File: src/rtl/tpd_ram.sv
`timescale 1ns / 1ps
module tpd_ram #(
  parameter int WIDTH = 8,
  parameter int DEPTH = 16
) (
  input  logic                     clk,
  input  logic                     we,
  input  logic [$clog2(DEPTH)-1:0] waddr,
  input  logic [WIDTH-1:0]         wdata,
  input  logic [$clog2(DEPTH)-1:0] raddr,
  output logic [WIDTH-1:0]         rdata
);

  logic [WIDTH-1:0] mem [DEPTH];

  always_ff @(posedge clk) begin
    if (we) begin
      mem[waddr] <= wdata;
    end
    rdata <= mem[raddr];
  end

endmodule

File: config.mk
export PLATFORM = sky130hd
export DESIGN_NAME = tpd_ram
export DESIGN_NICKNAME = d
export VERILOG_FILES = /design/src/rtl/tpd_ram.sv
export SDC_FILE = /design/constraint.sdc
export NUM_CORES = 1
export LEC_CHECK = 0
export BUFFER_PORTS_ARGS = -buffer_cell sky130_fd_sc_hd__buf_2
export CAP_MARGIN = 20
export CORE_ASPECT_RATIO = 0.8
export CORE_MARGIN = 4
export CORE_UTILIZATION = 50
export CTS_BUF_LIST = sky130_fd_sc_hd__clkbuf_16
export DETAILED_ROUTE_END_ITERATION = 6
export GPL_TIMING_DRIVEN = 0
export PLACE_DENSITY = 0.76
export SETUP_SLACK_MARGIN = 0.2
export SYNTH_ARGS = -nofsm -noshare
export SYNTH_HDL_FRONTEND = slang
export SYNTH_SLANG_ARGS = --single-unit
File: constraint.sdc
create_clock -name clk -period 4.7 [get_ports clk]
set_clock_uncertainty 0.1 [all_clocks]
set_input_delay 0.705 -clock clk [delete_from_list [all_inputs] [get_ports clk]]
set_output_delay 0.705 -clock clk [all_outputs]
set_load 0.005 [all_outputs]
==> reports/metrics.yaml <==
finalHoldViolCount: 0
core_um2: 9850
ctsResizeCount: 0
synth_nets: 247
synth_most_common_cell: "edfxtp_1"
dieWidth_um: 121
n_antenna_cell: 0
ios: 26
synth_compound_area_share_pct: 2.33
drc: 0
drv_slew: 0
htree_num_levels: 4
cp-end-kind: "flip-flop"
cap_violations: 0
wl_per_cell_um: 24.3
synth_area_leaders: "edfxtp_1 (75%), mux4_2 (7.9%), mux4_1 (7.1%), dfxtp_1 (3.1%), a22oi_1 (2.3%)"
synth_xor_area_share_pct: 0
r2r_start: "mem[6][1]"
netlist_area_um2: 5150
layout_worst_path_cycle_share_pct: 44.0
final_util_pct: 61.3
postSynth.asyncResetShare_pct: 0
grtUsageTotal_pct: 19.0
rsz0062_at_grt: "no"
postCtsHoldBufs: 0
die-area_um2: 12000
synth-main-ff-cell: "edfxtp_1"
grt_max_degree: 17
clk_path_buf_depth: 2
drive_gt1_share_pct: 28.7
hp-class: "flip-flop to flip-flop"
yosysSeqAreaShare_pct: 77.8
worst-setup-path-type: "input port to flip-flop"
synthToLayoutAreaGrowth_pct: 17.2
die_y_um: 98.8
avgSynthCellArea_um2: 22.5
cts.root.buffer_cell: "clkbuf_16"
whs_ns: 0.589
yosys_warnings: 0
hpwl_um: 6410
worst_pin_slew_ns: 0.892
clock_latency_ns: 0.41
p_leak_nw: 2.06
dp_cells: 393
dp_slack_ns: 2.16
fmax_mhz: 483
clockPowerShare_pct: 46.0
min_path_cells: 3
r2r_setup_slack_ns: 3.20
switching_share_pct: 19.6
wl_um: 10300
holdCritStartpoint: "mem[11][3]"
netlist.area_leader.share_pct: 74.7
cp_max_fo: 8
synth_largest_area_cell: "edfxtp_1"
synth.mux.area_fraction_pct: 15.0
placementRows: 32
fin_setup_tns_ns: 0
layout_setup_ws_ns: 2.63
port_buffers: 24
layout.cells.non_filler: 425
vias: 2497
worst_ep_required_time_ns: 4.64
synth-seq-cells: 136
ys_types: 19
placed_area_um2: 5460
final_area_um2: 6030
gp_congestion: 0.726
numCtsBuffers: 17
min_to: "rdata[3]"
vdd_drop_max_uv: 439
floorplan.initialDensity_pct: 52.3
synth_top_family_by_area: "multiplexers"
post_cts_buffers: 0
synth-adder-area-share_pct: 0
synthSimpleGateAreaFrac_pct: 3.18
nNetsFinal: 294
drt_iter0_drc: 230
p_int_mw: 2.23
syn_inst: 229
cts_tree: "built"
cp-start-kind: "input port"
maxSlewHeadroom_pct: 40.3
reg2reg_depth: 3
gr-total-overflow: 0
antenna_found_initial: 0
power_frac_comb_pct: 4.7
grt_pass1_vias: 2578
grt_pass1_wl_um: 15800
p_sw_mw: 0.542
p_per_area_nw_per_um2: 459
clkSlewWorstSetupHoldPaths_ns: 0.05
period_needed_ns: 2.07
finalSetupViolCount: 0
yosys-top-cells-count: "edfxtp_1 (128), mux4_2 (18), a22oi_1 (16)"
outcome: "finished clean"
seqPwrFrac_pct: 49.3
drtPass1Iterations: 4
drtAntennaViolNets: 0
worstReg2RegEnd: "rdata[1]"
p_total_mw: 2.77
critPathArrivalTime_ns: 2.01
synth-edff-count: 128
clock_sinks: 136
vias_per_cell: 5.88
==> kinds of logic (layout without fill, tap and decap cells) <==
kind of cell,count (synthesis),after routing
flip-flops,136,136
AND/OR/NAND/NOR,35,35
multiplexers,32,32
AO/OA/AOI/OAI,16,16
buffers and inverters,10,70
==> state kept, by name (all words and copies together) (netlist names) <==
register	cells
mem	128
rdata	8
==> layout by cell type (no fill, tap or decap), drive strengths merged <==
| cell type | count |
|---|---|
| inv | 4 |
| nand3 | 1 |
| nor2b | 1 |
| nand3b | 2 |
| clkinvlp | 1 |
| buf | 35 |
| edfxtp | 128 |
| nor3 | 4 |
| bufinv | 3 |
| and2b | 1 |
| and2 | 1 |
| nand2b | 2 |
| nand2 | 9 |
| dfxtp | 8 |
| a22oi | 16 |
| nor2 | 13 |
| mux4 | 32 |
| clkbuf | 17 |
| clkinv | 7 |
| or3b | 1 |
| clkdlybuf4s25 | 3 |
==> worst max-delay path: stages <==
cell    delay [ns]
buf_2         0.13
or3b_2        0.52
nor2_1        0.65
==> cell type report <==
| type | instances | area (µm²) |
|---|---|---|
| Fill cell | 675 | 3820 |
| Tap cell | 136 | 170 |
| Clock buffer | 17 | 425 |
| Timing Repair Buffer | 28 | 145 |
| Clock inverter | 15 | 145 |
| Buffer | 10 | 86.3 |
| Sequential cell | 136 | 4000 |
| Multi-Input combinational cell | 83 | 1060 |
==> power by group through the flow <==
stage / Sequential (mW) / Combinational, mW / Clock, mW
2_1_floorplan: 1.39 / 0.0688 / 0
3_3_place_gp: 1.39 / 0.126 / 0
3_5_place_dp: 1.39 / 0.131 / 0
4_1_cts: 1.36 / 0.132 / 1.29
5_1_grt: 1.37 / 0.141 / 1.35
6_report: 1.36 / 0.131 / 1.27
==> worst max-delay path by stage <==
| stage | from | endpoint | slack [ns] | cells past startpoint |
|---|---|---|---|---|
| 2_1_floorplan | waddr[2] | mem[0][0] | 2.40 | 2 |
| 3_3_place_gp | waddr[2] | mem[0][7] | 1.83 | 3 |
| 3_5_place_dp | waddr[2] | mem[3][7] | 2.16 | 3 |
| 4_1_cts | waddr[2] | mem[3][5] | 2.64 | 3 |
| 5_1_grt | waddr[2] | mem[0][1] | 2.55 | 4 |
| 6_report | waddr[2] | mem[3][5] | 2.63 | 3 |
==> metal layers <==
metal	GRT usage (%)	wire (µm)
met3	6.83	915
met5	0	0
met1	26.6	4290
met2	27.5	4890
met4	7.32	218
No activity file was read; power rests on OpenSTA's default activity.
